--- src/design/msre_pkg.sv ---
`timescale 1ns / 1ps
// Shared types and constants of the multi-sensor register emulator.
package msre_pkg;

  // Function codes of an input item
  localparam logic [1:0] FUNC_READ  = 2'd0;
  localparam logic [1:0] FUNC_WRITE = 2'd1;
  localparam logic [1:0] FUNC_TICK  = 2'd2;

  // Access checks
  localparam logic [7:0] ADDR_MAX   = 8'h7F;
  localparam logic [7:0] REG_MAX    = 8'd5;
  localparam logic [7:0] ACCESS_LEN = 8'd2;

  // Register map of one emulated sensor
  localparam int unsigned NUM_REGS  = 6;
  localparam logic [2:0] R_CONFIG   = 3'd0;
  localparam logic [2:0] R_SHUNT    = 3'd1;
  localparam logic [2:0] R_BUS      = 3'd2;
  localparam logic [2:0] R_POWER    = 3'd3;
  localparam logic [2:0] R_CURRENT  = 3'd4;
  localparam logic [2:0] R_CAL      = 3'd5;

  localparam logic [15:0] CONFIG_DEFAULT = 16'h399F;
  localparam logic [15:0] CAL_DEFAULT    = 16'd4096;

  // Waveform periods and offsets
  localparam logic [7:0]  PERIOD_CURRENT = 8'd60;
  localparam logic [7:0]  PERIOD_SHUNT   = 8'd30;
  localparam logic [7:0]  PERIOD_BUS     = 8'd120;
  localparam logic [7:0]  PERIOD_POWER   = 8'd80;
  localparam logic [15:0] CURRENT_BASE   = 16'd220;
  localparam logic [15:0] SHUNT_BASE     = 16'd80;
  localparam logic [15:0] BUS_BASE       = 16'd3000;
  localparam logic [15:0] POWER_BASE     = 16'd350;
  localparam int unsigned BUS_SHIFT      = 3;

  // Residue unit: three pipeline steps, 7-bit residues
  localparam int unsigned MOD_CYCLES = 3;
  localparam int unsigned MCW        = $clog2(MOD_CYCLES);
  localparam int unsigned RES_W      = 7;
  localparam logic [3:0]  RES15      = 4'd15;
  localparam logic [3:0]  RES5       = 4'd5;
  localparam logic [3:0]  INV5_MOD16 = 4'd13;

  // Last register counter value of the measurement writes per slot in a tick (four registers)
  localparam logic [2:0] MEAS_LAST = 3'd3;

  // Commands from the controller to the datapath
  typedef struct packed {
    logic load_item;
    logic clr_slot;
    logic inc_slot;
    logic rd_addr;
    logic claim;
    logic clr_reg;
    logic wr_init;
    logic acc_rd;
    logic acc_wr;
    logic tick_load;
    logic mod_step;
    logic wr_meas;
    logic res_ok_set;
    logic res_data_cap;
    logic push;
  } cmd_t;

  // Status from the datapath to the controller
  typedef struct packed {
    logic item_bad;
    logic is_tick;
    logic is_read;
    logic table_empty;
    logic table_full;
    logic slot_last;
    logic match;
    logic reg_last;
    logic meas_last;
    logic mod_last;
    logic out_free;
  } status_t;

endpackage

--- src/design/msre_ram.sv ---
`timescale 1ns / 1ps
// Generic simple dual-port RAM: one write port, one registered read port.
module msre_ram #(
  parameter int unsigned WIDTH = 16,
  parameter int unsigned DEPTH = 8,
  localparam int unsigned AW   = (DEPTH > 1) ? $clog2(DEPTH) : 1
) (
  input  logic             clk_i,
  input  logic             we_i,
  input  logic [AW-1:0]    waddr_i,
  input  logic [WIDTH-1:0] wdata_i,
  input  logic             re_i,
  input  logic [AW-1:0]    raddr_i,
  output logic [WIDTH-1:0] rdata_o
);

  logic [WIDTH-1:0] mem_q [DEPTH];
  logic [WIDTH-1:0] rdata_q;

  always_ff @(posedge clk_i) begin
    if (we_i) begin
      mem_q[waddr_i] <= wdata_i;
    end
    if (re_i) begin
      rdata_q <= mem_q[raddr_i];
    end
  end

  assign rdata_o = rdata_q;

endmodule

--- src/design/msre_ctrl.sv ---
`timescale 1ns / 1ps
// Controller state machine: sequences slot search, claim, access and tick sweep.
module msre_ctrl (
  input  logic              clk_i,
  input  logic              rst_ni,
  input  logic              in_valid_i,
  output logic              in_ready_o,
  input  msre_pkg::status_t status_i,
  output msre_pkg::cmd_t    cmd_o
);

  localparam logic [3:0] ST_IDLE     = 4'd0;
  localparam logic [3:0] ST_CHECK    = 4'd1;
  localparam logic [3:0] ST_SRCH_RD  = 4'd2;
  localparam logic [3:0] ST_SRCH_CMP = 4'd3;
  localparam logic [3:0] ST_CLAIM    = 4'd4;
  localparam logic [3:0] ST_INIT     = 4'd5;
  localparam logic [3:0] ST_ACC      = 4'd6;
  localparam logic [3:0] ST_ACC_WAIT = 4'd7;
  localparam logic [3:0] ST_TICK_RD  = 4'd8;
  localparam logic [3:0] ST_TICK_LD  = 4'd9;
  localparam logic [3:0] ST_TICK_MOD = 4'd10;
  localparam logic [3:0] ST_TICK_WR  = 4'd11;
  localparam logic [3:0] ST_RESP     = 4'd12;

  logic [3:0] state_q, state_d;

  // State register
  always_ff @(posedge clk_i or negedge rst_ni) begin
    if (!rst_ni) begin
      state_q <= ST_IDLE;
    end else begin
      state_q <= state_d;
    end
  end

  assign in_ready_o = (state_q == ST_IDLE);

  // Next state and commands
  always_comb begin
    state_d = state_q;
    cmd_o   = '0;
    case (state_q)
      ST_IDLE: begin
        if (in_valid_i) begin
          cmd_o.load_item = 1'b1;
          state_d         = ST_CHECK;
        end
      end
      ST_CHECK: begin
        if (status_i.item_bad) begin
          state_d = ST_RESP;
        end else if (status_i.is_tick) begin
          if (status_i.table_empty) begin
            cmd_o.res_ok_set = 1'b1;
            state_d          = ST_RESP;
          end else begin
            cmd_o.clr_slot = 1'b1;
            state_d        = ST_TICK_RD;
          end
        end else if (status_i.table_empty) begin
          state_d = ST_CLAIM;
        end else begin
          cmd_o.clr_slot = 1'b1;
          state_d        = ST_SRCH_RD;
        end
      end
      ST_SRCH_RD: begin
        cmd_o.rd_addr = 1'b1;
        state_d       = ST_SRCH_CMP;
      end
      ST_SRCH_CMP: begin
        if (status_i.match) begin
          state_d = ST_ACC;
        end else if (!status_i.slot_last) begin
          cmd_o.inc_slot = 1'b1;
          state_d        = ST_SRCH_RD;
        end else if (status_i.table_full) begin
          state_d = ST_RESP;
        end else begin
          state_d = ST_CLAIM;
        end
      end
      ST_CLAIM: begin
        cmd_o.claim   = 1'b1;
        cmd_o.clr_reg = 1'b1;
        state_d       = ST_INIT;
      end
      ST_INIT: begin
        cmd_o.wr_init = 1'b1;
        if (status_i.reg_last) begin
          state_d = ST_ACC;
        end
      end
      ST_ACC: begin
        if (status_i.is_read) begin
          cmd_o.acc_rd = 1'b1;
          state_d      = ST_ACC_WAIT;
        end else begin
          cmd_o.acc_wr     = 1'b1;
          cmd_o.res_ok_set = 1'b1;
          state_d          = ST_RESP;
        end
      end
      ST_ACC_WAIT: begin
        cmd_o.res_data_cap = 1'b1;
        cmd_o.res_ok_set   = 1'b1;
        state_d            = ST_RESP;
      end
      ST_TICK_RD: begin
        cmd_o.rd_addr = 1'b1;
        state_d       = ST_TICK_LD;
      end
      ST_TICK_LD: begin
        cmd_o.tick_load = 1'b1;
        state_d         = ST_TICK_MOD;
      end
      ST_TICK_MOD: begin
        cmd_o.mod_step = 1'b1;
        if (status_i.mod_last) begin
          cmd_o.clr_reg = 1'b1;
          state_d       = ST_TICK_WR;
        end
      end
      ST_TICK_WR: begin
        cmd_o.wr_meas = 1'b1;
        if (status_i.meas_last) begin
          if (status_i.slot_last) begin
            cmd_o.res_ok_set = 1'b1;
            state_d          = ST_RESP;
          end else begin
            cmd_o.inc_slot = 1'b1;
            state_d        = ST_TICK_RD;
          end
        end
      end
      ST_RESP: begin
        if (status_i.out_free) begin
          cmd_o.push = 1'b1;
          state_d    = ST_IDLE;
        end
      end
      default: begin
        state_d = ST_IDLE;
      end
    endcase
  end

  // A slot is claimed only while the table has room
  a_claim_room: assert property (@(posedge clk_i) disable iff (!rst_ni)
    cmd_o.claim |-> !status_i.table_full)
    else $error("slot claimed with a full table");

  // An accepted item always goes to the check step
  a_accept_check: assert property (@(posedge clk_i) disable iff (!rst_ni)
    (state_q == ST_IDLE && in_valid_i) |=> (state_q == ST_CHECK))
    else $error("accepted item did not reach the check step");

  // The result waits until the output register is free
  a_resp_hold: assert property (@(posedge clk_i) disable iff (!rst_ni)
    (state_q == ST_RESP && !status_i.out_free) |=> (state_q == ST_RESP))
    else $error("result left before the output register was free");

endmodule

--- src/design/msre_datapath.sv ---
`timescale 1ns / 1ps
// Datapath: item latch, slot tables, residue unit and output register.
module msre_datapath #(
  parameter int unsigned MAX_SLOTS = 8
) (
  input  logic              clk_i,
  input  logic              rst_ni,
  input  logic [1:0]        func_i,
  input  logic [7:0]        bus_address_i,
  input  logic [7:0]        reg_index_i,
  input  logic [7:0]        access_length_i,
  input  logic [15:0]       write_data_i,
  input  logic              out_ready_i,
  output logic              out_valid_o,
  output logic              ok_o,
  output logic [15:0]       read_data_o,
  input  msre_pkg::cmd_t    cmd_i,
  output msre_pkg::status_t status_o
);

  localparam int unsigned SW  = (MAX_SLOTS > 1) ? $clog2(MAX_SLOTS) : 1;
  localparam int unsigned CW  = $clog2(MAX_SLOTS + 1);
  localparam int unsigned RD  = MAX_SLOTS * msre_pkg::NUM_REGS;
  localparam int unsigned RAW = $clog2(RD);
  localparam int unsigned RW  = msre_pkg::RES_W;

  // Latched item
  logic [1:0]  func_q;
  logic [7:0]  addr_q, reg_q, len_q;
  logic [15:0] wdata_q;

  always_ff @(posedge clk_i) begin
    if (cmd_i.load_item) begin
      func_q  <= func_i;
      addr_q  <= bus_address_i;
      reg_q   <= reg_index_i;
      len_q   <= access_length_i;
      wdata_q <= write_data_i;
    end
  end

  // Slot index and fill count; slots are claimed in order and never freed
  logic [SW-1:0] slot_q;
  logic [CW-1:0] count_q;

  always_ff @(posedge clk_i or negedge rst_ni) begin
    if (!rst_ni) begin
      slot_q  <= '0;
      count_q <= '0;
    end else begin
      if (cmd_i.claim) begin
        slot_q  <= count_q[SW-1:0];
        count_q <= count_q + CW'(1);
      end else if (cmd_i.clr_slot) begin
        slot_q <= '0;
      end else if (cmd_i.inc_slot) begin
        slot_q <= slot_q + SW'(1);
      end
    end
  end

  // Register counter for setup and measurement writes
  logic [2:0] regc_q;

  always_ff @(posedge clk_i or negedge rst_ni) begin
    if (!rst_ni) begin
      regc_q <= '0;
    end else if (cmd_i.clr_reg) begin
      regc_q <= '0;
    end else if (cmd_i.wr_init || cmd_i.wr_meas) begin
      regc_q <= regc_q + 3'd1;
    end
  end

  // Slot address and tick tables
  logic [6:0]  addr_rd;
  logic [31:0] tick_rd, tick_next;

  assign tick_next = tick_rd + 32'd1;

  msre_ram #(.WIDTH(7), .DEPTH(MAX_SLOTS)) u_addr_ram (
    .clk_i   (clk_i),
    .we_i    (cmd_i.claim),
    .waddr_i (count_q[SW-1:0]),
    .wdata_i (addr_q[6:0]),
    .re_i    (cmd_i.rd_addr),
    .raddr_i (slot_q),
    .rdata_o (addr_rd)
  );

  msre_ram #(.WIDTH(32), .DEPTH(MAX_SLOTS)) u_tick_ram (
    .clk_i   (clk_i),
    .we_i    (cmd_i.claim || cmd_i.tick_load),
    .waddr_i (cmd_i.claim ? count_q[SW-1:0] : slot_q),
    .wdata_i (cmd_i.claim ? 32'd0 : tick_next),
    .re_i    (cmd_i.rd_addr),
    .raddr_i (slot_q),
    .rdata_o (tick_rd)
  );

  // Residue unit: 16 is 1 mod 15 and mod 5, so the nibble sum keeps those residues;
  // the low bits then pick the residue mod 60, 120, 80 or 30. One stage per step.
  function automatic logic [6:0] nib_sum(input logic [31:0] x);
    logic [4:0] p0, p1, p2, p3;
    p0 = {1'b0, x[3:0]} + {1'b0, x[7:4]};
    p1 = {1'b0, x[11:8]} + {1'b0, x[15:12]};
    p2 = {1'b0, x[19:16]} + {1'b0, x[23:20]};
    p3 = {1'b0, x[27:24]} + {1'b0, x[31:28]};
    return ({2'd0, p0} + {2'd0, p1}) + ({2'd0, p2} + {2'd0, p3});
  endfunction

  // Residue mod 15 of a nibble sum (at most 120)
  function automatic logic [3:0] fold15(input logic [6:0] s);
    logic [4:0] f;
    f = {2'd0, s[6:4]} + {1'b0, s[3:0]};
    if (f >= {1'b0, msre_pkg::RES15}) begin
      f = f - {1'b0, msre_pkg::RES15};
    end
    return f[3:0];
  endfunction

  // Residue mod 5 of a residue mod 15
  function automatic logic [2:0] mod5(input logic [3:0] r);
    logic [3:0] v;
    v = r;
    if (v >= 4'd10) begin
      v = v - 4'd10;
    end else if (v >= msre_pkg::RES5) begin
      v = v - msre_pkg::RES5;
    end
    return v[2:0];
  endfunction

  // r + k * step
  function automatic logic [RW-1:0] join_res(input logic [3:0] r, input logic [3:0] k,
                                             input logic [3:0] step);
    logic [7:0] v;
    v = {4'd0, r} + {4'd0, k} * {4'd0, step};
    return v[RW-1:0];
  endfunction

  logic [31:0]              x1_q, x2_q;
  logic [6:0]               sum1_q, sum2_q;
  logic [3:0]               r15a_q, r15b_q;
  logic [2:0]               r5_q;
  logic [RW-1:0]            r60_q, r30_q, r120_q, r80_q;
  logic [1:0]               k60;
  logic [2:0]               k120;
  logic [3:0]               d80, k80;
  logic [msre_pkg::MCW-1:0] modc_q;

  // Multiples of the coarse residue that match the low bits
  assign k60  = r15a_q[1:0] - x1_q[1:0];
  assign k120 = r15a_q[2:0] - x1_q[2:0];
  assign d80  = x1_q[3:0] - {1'b0, r5_q};
  assign k80  = d80 * msre_pkg::INV5_MOD16;

  always_ff @(posedge clk_i or negedge rst_ni) begin
    if (!rst_ni) begin
      modc_q <= '0;
    end else if (cmd_i.tick_load) begin
      modc_q <= '0;
    end else if (cmd_i.mod_step) begin
      modc_q <= modc_q + msre_pkg::MCW'(1);
    end
  end

  always_ff @(posedge clk_i) begin
    if (cmd_i.tick_load) begin
      x1_q <= tick_next + {25'd0, addr_rd};
      x2_q <= tick_next + {26'd0, addr_rd[6:1]};
    end else if (cmd_i.mod_step) begin
      sum1_q <= nib_sum(x1_q);
      sum2_q <= nib_sum(x2_q);
      r15a_q <= fold15(sum1_q);
      r15b_q <= fold15(sum2_q);
      r5_q   <= mod5(fold15(sum1_q));
      r60_q  <= join_res(r15a_q, {2'd0, k60}, msre_pkg::RES15);
      r120_q <= join_res(r15a_q, {1'b0, k120}, msre_pkg::RES15);
      r80_q  <= join_res({1'b0, r5_q}, k80, msre_pkg::RES5);
      r30_q  <= join_res(r15b_q, {3'd0, r15b_q[0] ^ x2_q[0]}, msre_pkg::RES15);
    end
  end

  // Measurement value and target register for the current write
  logic [15:0] bus_sum, meas_val;
  logic [2:0]  meas_reg;

  assign bus_sum = msre_pkg::BUS_BASE + {{(16-RW){1'b0}}, r120_q};

  always_comb begin
    case (regc_q)
      3'd0: begin
        meas_reg = msre_pkg::R_CURRENT;
        meas_val = msre_pkg::CURRENT_BASE + {{(16-RW){1'b0}}, r60_q};
      end
      3'd1: begin
        meas_reg = msre_pkg::R_SHUNT;
        meas_val = msre_pkg::SHUNT_BASE + {{(16-RW){1'b0}}, r30_q};
      end
      3'd2: begin
        meas_reg = msre_pkg::R_BUS;
        meas_val = bus_sum << msre_pkg::BUS_SHIFT;
      end
      default: begin
        meas_reg = msre_pkg::R_POWER;
        meas_val = msre_pkg::POWER_BASE + {{(16-RW){1'b0}}, r80_q};
      end
    endcase
  end

  // Setup value of a freshly claimed slot
  logic [15:0] init_val;

  always_comb begin
    case (regc_q)
      msre_pkg::R_CONFIG: init_val = msre_pkg::CONFIG_DEFAULT;
      msre_pkg::R_CAL:    init_val = msre_pkg::CAL_DEFAULT;
      default:            init_val = 16'd0;
    endcase
  end

  // Register table
  logic [2:0]     reg_sel;
  logic [RAW-1:0] reg_addr;
  logic [15:0]    reg_wdata, reg_rd;
  logic           reg_we;

  assign reg_sel   = cmd_i.wr_init ? regc_q : (cmd_i.wr_meas ? meas_reg : reg_q[2:0]);
  assign reg_addr  = RAW'(slot_q) * RAW'(msre_pkg::NUM_REGS) + RAW'(reg_sel);
  assign reg_we    = cmd_i.wr_init || cmd_i.acc_wr || cmd_i.wr_meas;
  assign reg_wdata = cmd_i.wr_init ? init_val : (cmd_i.wr_meas ? meas_val : wdata_q);

  msre_ram #(.WIDTH(16), .DEPTH(RD)) u_reg_ram (
    .clk_i   (clk_i),
    .we_i    (reg_we),
    .waddr_i (reg_addr),
    .wdata_i (reg_wdata),
    .re_i    (cmd_i.acc_rd),
    .raddr_i (reg_addr),
    .rdata_o (reg_rd)
  );

  // Pending result
  logic        res_ok_q;
  logic [15:0] res_data_q;

  always_ff @(posedge clk_i) begin
    if (cmd_i.load_item) begin
      res_ok_q   <= 1'b0;
      res_data_q <= '0;
    end else begin
      if (cmd_i.res_ok_set) begin
        res_ok_q <= 1'b1;
      end
      if (cmd_i.res_data_cap) begin
        res_data_q <= reg_rd;
      end
    end
  end

  // Output register; holds a result until its transfer
  logic        out_valid_q, ok_q;
  logic [15:0] rdata_q;

  always_ff @(posedge clk_i or negedge rst_ni) begin
    if (!rst_ni) begin
      out_valid_q <= 1'b0;
    end else if (cmd_i.push) begin
      out_valid_q <= 1'b1;
    end else if (out_ready_i) begin
      out_valid_q <= 1'b0;
    end
  end

  always_ff @(posedge clk_i) begin
    if (cmd_i.push) begin
      ok_q    <= res_ok_q;
      rdata_q <= res_data_q;
    end
  end

  assign out_valid_o = out_valid_q;
  assign ok_o        = ok_q;
  assign read_data_o = rdata_q;

  // Status to the controller
  always_comb begin
    status_o             = '0;
    status_o.is_tick     = (func_q == msre_pkg::FUNC_TICK);
    status_o.is_read     = (func_q == msre_pkg::FUNC_READ);
    status_o.item_bad    = (func_q != msre_pkg::FUNC_READ) &&
                           (func_q != msre_pkg::FUNC_WRITE) &&
                           (func_q != msre_pkg::FUNC_TICK);
    if (func_q != msre_pkg::FUNC_TICK &&
        (len_q != msre_pkg::ACCESS_LEN || reg_q > msre_pkg::REG_MAX ||
         addr_q > msre_pkg::ADDR_MAX)) begin
      status_o.item_bad = 1'b1;
    end
    status_o.table_empty = (count_q == '0);
    status_o.table_full  = (count_q == CW'(MAX_SLOTS));
    status_o.slot_last   = (CW'(slot_q) == count_q - CW'(1));
    status_o.match       = (addr_rd == addr_q[6:0]);
    status_o.reg_last    = (regc_q == 3'(msre_pkg::NUM_REGS - 1));
    status_o.meas_last   = (regc_q == msre_pkg::MEAS_LAST);
    status_o.mod_last    = (modc_q == msre_pkg::MCW'(msre_pkg::MOD_CYCLES - 1));
    status_o.out_free    = !out_valid_q || out_ready_i;
  end

  // Fill count stays within the table
  a_count_bound: assert property (@(posedge clk_i) disable iff (!rst_ni)
    count_q <= CW'(MAX_SLOTS))
    else $error("fill count beyond table size");

  // A result is loaded only into a free output register
  a_push_free: assert property (@(posedge clk_i) disable iff (!rst_ni)
    cmd_i.push |-> (!out_valid_q || out_ready_i))
    else $error("result overwrote a pending output");

  // At most one source writes the register table in a cycle
  a_one_writer: assert property (@(posedge clk_i) disable iff (!rst_ni)
    $onehot0({cmd_i.wr_init, cmd_i.acc_wr, cmd_i.wr_meas}))
    else $error("register table written from two sources");

endmodule

--- src/design/multi_sensor_register_emulator_unit.sv ---
`timescale 1ns / 1ps
// A write or read searches the claimed slots in order; when no slot matches and the table has room,
// a slot is claimed first (six setup writes through the single register table write port); items
// with a bad field are answered without a search, and a full table turns an access away after it.
// Tick: each active slot gets three residue steps, then four register writes.
// One item in flight; the next is taken while a result waits.
// Reset clears the fill count and handshake state; no memory clearing pass is needed.
module multi_sensor_register_emulator_unit #(
  parameter int unsigned MAX_SLOTS = 8
) (
  input  logic        clk_i,
  input  logic        rst_ni,
  input  logic        in_valid_i,
  output logic        in_ready_o,
  input  logic [1:0]  func_i,
  input  logic [7:0]  bus_address_i,
  input  logic [7:0]  reg_index_i,
  input  logic [7:0]  access_length_i,
  input  logic [15:0] write_data_i,
  output logic        out_valid_o,
  input  logic        out_ready_i,
  output logic        ok_o,
  output logic [15:0] read_data_o
);

  msre_pkg::cmd_t    cmd;
  msre_pkg::status_t status;

  // Controller
  msre_ctrl u_ctrl (
    .clk_i      (clk_i),
    .rst_ni     (rst_ni),
    .in_valid_i (in_valid_i),
    .in_ready_o (in_ready_o),
    .status_i   (status),
    .cmd_o      (cmd)
  );

  // Datapath
  msre_datapath #(.MAX_SLOTS(MAX_SLOTS)) u_datapath (
    .clk_i           (clk_i),
    .rst_ni          (rst_ni),
    .func_i          (func_i),
    .bus_address_i   (bus_address_i),
    .reg_index_i     (reg_index_i),
    .access_length_i (access_length_i),
    .write_data_i    (write_data_i),
    .out_ready_i     (out_ready_i),
    .out_valid_o     (out_valid_o),
    .ok_o            (ok_o),
    .read_data_o     (read_data_o),
    .cmd_i           (cmd),
    .status_o        (status)
  );

endmodule
--- config.mk ---
export PLATFORM = sky130hd
export DESIGN_NAME = multi_sensor_register_emulator_unit
export DESIGN_NICKNAME = d
export VERILOG_FILES = /design/src/design/msre_pkg.sv /design/src/design/msre_ram.sv /design/src/design/msre_ctrl.sv /design/src/design/msre_datapath.sv /design/src/design/multi_sensor_register_emulator_unit.sv
export SDC_FILE = /design/constraint.sdc
export NUM_CORES = 2
export LEC_CHECK = 0
export ABC_AREA = 1
export BUFFER_PORTS_ARGS = -buffer_cell sky130_fd_sc_hd__buf_2
export CAP_MARGIN = 40
export CORE_AREA = 2 2 447 449
export DETAILED_ROUTE_END_ITERATION = 7
export DIE_AREA = 0 0 449 451
export PLACE_DENSITY_LB_ADDON = 0.08
export RECOVER_POWER = 50
export SLEW_MARGIN = 10
export SYNTH_ARGS = -nofsm -noshare
export SYNTH_HDL_FRONTEND = slang
export SYNTH_SLANG_ARGS = --single-unit
--- constraint.sdc ---
create_clock -name clk_i -period 5.1 [get_ports clk_i]
set_input_delay 1.02 -clock clk_i [delete_from_list [all_inputs] [get_ports clk_i]]
set_output_delay 1.02 -clock clk_i [all_outputs]
set_load 0.02 [all_outputs]
==> metrics.txt <==
# TYPE chip_impl_metric gauge
chip_impl_metric{name="fraction_of_final_layout_cells_with_drive_strength_greater_than_1",unit=""} 0.101
chip_impl_metric{name="fin_tns_setup",unit="ns"} 0
chip_impl_info{name="violations",value="capacitance limit, slew limit"} 1
chip_impl_metric{name="finished_core_util",unit=""} 0.345
chip_impl_metric{name="post_drt_wl_per_cell",unit="um"} 22.7
chip_impl_metric{name="dp_hpwl",unit="um"} 114000
chip_impl_metric{name="cts.clk_slew.worst_paths",unit="ns"} 0.06
chip_impl_metric{name="ctsHtreeMaxLevel",unit=""} 4
chip_impl_metric{name="yosys_warnings",unit=""} 0
chip_impl_metric{name="drc_errors",unit=""} 0
chip_impl_metric{name="globalRouteMet3Util",unit=""} 0.0242
chip_impl_metric{name="worst_r2r_path_depth",unit=""} 22
chip_impl_metric{name="clock_sinks",unit=""} 1340
chip_impl_metric{name="ff2ff_setup_slack",unit="ns"} 0.35
chip_impl_metric{name="post-route-cell-area",unit="um^2"} 68300
chip_impl_metric{name="routed_wl",unit="um"} 184000
chip_impl_metric{name="final-seq-area",unit="um^2"} 40000
chip_impl_info{name="rr_startpoint",value="u_ctrl.state_q[2]"} 1
chip_impl_metric{name="fmax",unit="MHz"} 210
chip_impl_metric{name="buffer_ports.inserted",unit=""} 64
chip_impl_metric{name="netlist.area_leader.share",unit=""} 0.665
chip_impl_metric{name="report.final.slew_viol_count",unit=""} 499
chip_impl_metric{name="vias_per_cell",unit=""} 4.71
chip_impl_metric{name="netSwitchingPower",unit="mW"} 22.0
chip_impl_metric{name="vias",unit=""} 38200
chip_impl_metric{name="p_clk_frac",unit=""} 0.225
chip_impl_info{name="reg2reg_to",value="u_datapath.u_reg_ram.rdata_o[4]"} 1
chip_impl_metric{name="core-area",unit="um^2"} 198000
chip_impl_info{name="path_cells",value="inv_2 -> nor2_2 -> nand2_2 -> inv_2 -> nor2_2 -> inv_1 -> nor2_1 -> a221oi_1 -> fa_1 -> nand2_1 -> buf_4 -> inv_4 -> buf_16 -> buf_4 -> nand3_1 -> nand2_1 -> nor2_1 -> nand2_1 -> nand2_1 -> nand2_1 -> nor2_1 -> nand2_1"} 1
chip_impl_metric{name="final_period_minus_worst_setup_slack",unit="ns"} 4.75
chip_impl_metric{name="total_power",unit="mW"} 49.7
chip_impl_metric{name="worst-endpoint-required",unit="ns"} 5.63
chip_impl_metric{name="grt_antenna_before_repair",unit=""} 9
chip_impl_metric{name="place.detailed.instances",unit=""} 7816
chip_impl_info{name="cpMaxStageDelayCell",value="sky130_fd_sc_hd__fa_1"} 1
chip_impl_metric{name="flop_pwr_share",unit=""} 0.311
chip_impl_info{name="hold_path_end",value="u_datapath.wdata_q[3]"} 1
chip_impl_metric{name="timing.final.hold_violations",unit=""} 0
chip_impl_metric{name="postRouteAntennaNets",unit=""} 0
chip_impl_metric{name="maximum_number_of_pins_on_one_net_before_global_route_repair",unit=""} 109
chip_impl_metric{name="ios",unit=""} 65
chip_impl_metric{name="global_route_wire_length_before_repair",unit="um"} 269000
chip_impl_metric{name="dieWidth",unit="um"} 449
chip_impl_metric{name="min_period_over_period",unit=""} 0.932
chip_impl_metric{name="global_route.overflow_total",unit=""} 0
chip_impl_metric{name="crit_fanout",unit=""} 57
chip_impl_metric{name="num-nets-final",unit=""} 5528
chip_impl_metric{name="detailed_place.area",unit="um^2"} 63500
chip_impl_metric{name="synth_sequential_area_ratio",unit=""} 0.678
chip_impl_metric{name="layoutNonFillerInstCount",unit=""} 8109
chip_impl_metric{name="syn-instance-count",unit=""} 5164
chip_impl_metric{name="fillers",unit=""} 19900
chip_impl_metric{name="met2_usage",unit=""} 0.296
chip_impl_metric{name="timing_worst_slew_pin_value",unit="ns"} 3.57
chip_impl_info{name="top_usage_layer",value="met2"} 1
chip_impl_metric{name="syn_area",unit="um^2"} 59000
chip_impl_metric{name="start_util",unit=""} 0.298
chip_impl_metric{name="setup_viol_count_final",unit=""} 0
chip_impl_info{name="setup.worst_path.start_class",value="flop"} 1
chip_impl_info{name="ys_top_cells_by_area",value="sky130_fd_sc_hd__edfxtp_1 66%, sky130_fd_sc_hd__nand3_1 6.3%, sky130_fd_sc_hd__nand2_1 6.3%"} 1
chip_impl_metric{name="vdd.ir_drop.worst",unit="mV"} 0.639
chip_impl_metric{name="max_cap_viol_count",unit=""} 13
chip_impl_metric{name="insertion_delay",unit="ns"} 0.82
chip_impl_info{name="timing_worst_setup_path_type",value="reg -> reg"} 1
chip_impl_metric{name="die_area",unit="um^2"} 202000
chip_impl_info{name="setup.worst_path.end_class",value="flop"} 1
chip_impl_metric{name="post_synth.cell_area_avg",unit="um^2"} 11.4
chip_impl_metric{name="yosysUniqueCellTypes",unit=""} 53
chip_impl_metric{name="num_rows",unit=""} 164
chip_impl_metric{name="hold-worst-slack",unit="ns"} 0.377
chip_impl_metric{name="multi_input_area",unit="um^2"} 17100
chip_impl_metric{name="buffer_levels_on_the_longest_clock_path",unit=""} 3
chip_impl_metric{name="worstHoldPathCells",unit=""} 1
chip_impl_metric{name="synthesized_flop_and_latch_total",unit=""} 1340
chip_impl_metric{name="cts.repair_timing.setup_buffer_count",unit=""} 0
chip_impl_info{name="worst_path_most_repeated_cell",value="sky130_fd_sc_hd__nand2_1"} 1
chip_impl_metric{name="drt-pass1-iter-count",unit=""} 7
chip_impl_metric{name="total_leakage_power",unit="nW"} 25.4
chip_impl_metric{name="p_per_area",unit="nW/um^2"} 728
chip_impl_metric{name="max_slew_margin",unit=""} -1.38
chip_impl_info{name="worst_hold_startpoint",value="write_data_i[3]"} 1
chip_impl_metric{name="switching_share",unit=""} 0.442
chip_impl_metric{name="routabilityCongestion",unit=""} 0.802
chip_impl_metric{name="peak_per_stage_delay_on_the_critical_path",unit="ns"} 0.63
chip_impl_metric{name="cts_made_buffers",unit=""} 159
chip_impl_info{name="final_common_cell",value="sky130_fd_sc_hd__edfxtp_1"} 1
chip_impl_metric{name="critPathArrivalTime",unit="ns"} 5.28
chip_impl_metric{name="post-route-worst-setup-slack",unit="ns"} 0.347
chip_impl_metric{name="drt-initial-drc-count",unit=""} 2782
chip_impl_info{name="synth_top_area_cell",value="sky130_fd_sc_hd__edfxtp_1"} 1
chip_impl_metric{name="first_global_vias",unit=""} 37700
chip_impl_info{name="class_of_the_tightest_hold_or_removal_check",value="in -> reg"} 1
chip_impl_info{name="cts_tree",value="done"} 1
chip_impl_metric{name="die_extent_in_y",unit="um"} 451
chip_impl_metric{name="groute.layer.met1.usage",unit=""} 0.251
chip_impl_metric{name="areaGrowthSynthToFinish",unit="%"} 15.8
chip_impl_metric{name="comb_power_share",unit=""} 0.465
chip_impl_metric{name="dp_slack",unit="ns"} 0.269
chip_impl_info{name="layout.cells.most_common_list",value="1306 x sky130_fd_sc_hd__edfxtp_1, 991 x sky130_fd_sc_hd__nand2_1, 748 x sky130_fd_sc_hd__nand3_1"} 1
chip_impl_metric{name="synth_nets",unit=""} 5371
chip_impl_info{name="run_status",value="finished, violations left"} 1
chip_impl_info{name="rsz0062_at_grt",value="false"} 1
chip_impl_metric{name="fin_worst_skew",unit="ns"} 0.0279
chip_impl_metric{name="internal-power",unit="mW"} 27.8
chip_impl_info{name="clock_root_cell",value="sky130_fd_sc_hd__clkbuf_16"} 1
chip_impl_metric{name="groute.usage.overall",unit=""} 0.180
[worst max-delay path by stage]
stage	from	end	slack (ns)
after floorplan	u_ctrl.state_q[1]	u_datapath.u_tick_ram.mem_q[4][0]	0.55
after global placement	u_ctrl.state_q[2]	u_datapath.u_reg_ram.rdata_o[5]	0.13
after detailed placement	u_ctrl.state_q[2]	u_datapath.u_reg_ram.rdata_o[5]	0.27
after CTS	u_ctrl.state_q[2]	u_datapath.u_reg_ram.rdata_o[5]	0.24
after global routing	u_ctrl.state_q[0]	u_datapath.u_reg_ram.rdata_o[12]	0.06
final	u_ctrl.state_q[2]	u_datapath.u_reg_ram.rdata_o[4]	0.35
[synthesized netlist by cell type (all sizes together)]
library cell	n
edfxtp	1306
nand2	1012
nor2	758
nand3	751
inv	314
o21ai	213
clkbuf	125
ha	108
buf	103
a21oi	90
xor2	80
fa	53
o22ai	44
a31oi	42
xnor2	34
nand4	26
dfrtp	17
dfxtp	17
nor3	15
nand3b	11
or2	6
a211oi	5
and3	5
o21bai	5
a221oi	4
clkinv	3
o211ai	3
o31ai	3
a21o	2
o221ai	2
a22o	1
a22oi	1
a31o	1
a41oi	1
mux2	1
nor3b	1
nor4	1
[critical path, delay by kind of cell (launching register included)]
family,cells,cell delay [ns]
AOI/OAI and AO/OA,1,0.50
adders and majority gates,1,0.63
and+or+nand+nor,13,1.71
buffers and inverters,7,1.05
DFF,1,0.42
[layout make-up]
cell class                      instances  share of cell area
Antenna cell                            3            0.000110
Clock buffer                          208              0.0634
Clock inverter                         82              0.0108
Inverter                              317              0.0175
Multi-Input combinational cell       3279               0.250
Sequential cell                      1340               0.585
Tap cell                             2656              0.0487
Timing Repair Buffer                  224              0.0240
[layer usage]
metal | share of wire | vias to the layer above
met5 | 0 | -
met4 | 0.019 | 0
met3 | 0.034 | 208
met2 | 0.48 | 649
met1 | 0.47 | 19100
li1 | - | 18300
[state kept, by name (all words and copies together) (netlist names), 16 cells and up]
name,flops
u_datapath.u_reg_ram.mem_q,768
u_datapath.u_tick_ram.mem_q,256
u_datapath.u_addr_ram.mem_q,56
u_datapath.u_tick_ram.rdata_o,32
u_datapath.x1_q,32
u_datapath.x2_q,32
u_datapath.read_data_o,16
u_datapath.res_data_q,16
u_datapath.u_reg_ram.rdata_o,16
u_datapath.wdata_q,16
[power by group through the flow]
| stage | Sequential (mW) | Combinational (mW) | Clock [mW] |
|---|---|---|---|
| after CTS | 15.4 | 23.8 | 11.5 |
| after global placement | 15.6 | 23.6 | 0 |
| after detailed placement | 15.6 | 23.7 | 0 |
| after global routing | 15.6 | 25.7 | 11.9 |
| after floorplan | 15.5 | 14.0 | 0 |
| final | 15.5 | 23.1 | 11.2 |
[repair_timing]
action                     4_1_cts  5_1_grt
gates resized for setup          0        1
hold endpoints to repair         0        0
hold buffers                     0        0
setup endpoints to repair        0        1
[kinds of logic after synthesis]
family	synth area share
compound gates	0.0388
fa+ha+maj	0.0409
buf+inv	0.0368
flops	0.678
mux	0.000191
simple gates	0.187
xor+xnor	0.0181
Power figures use the tool's default switching activity.
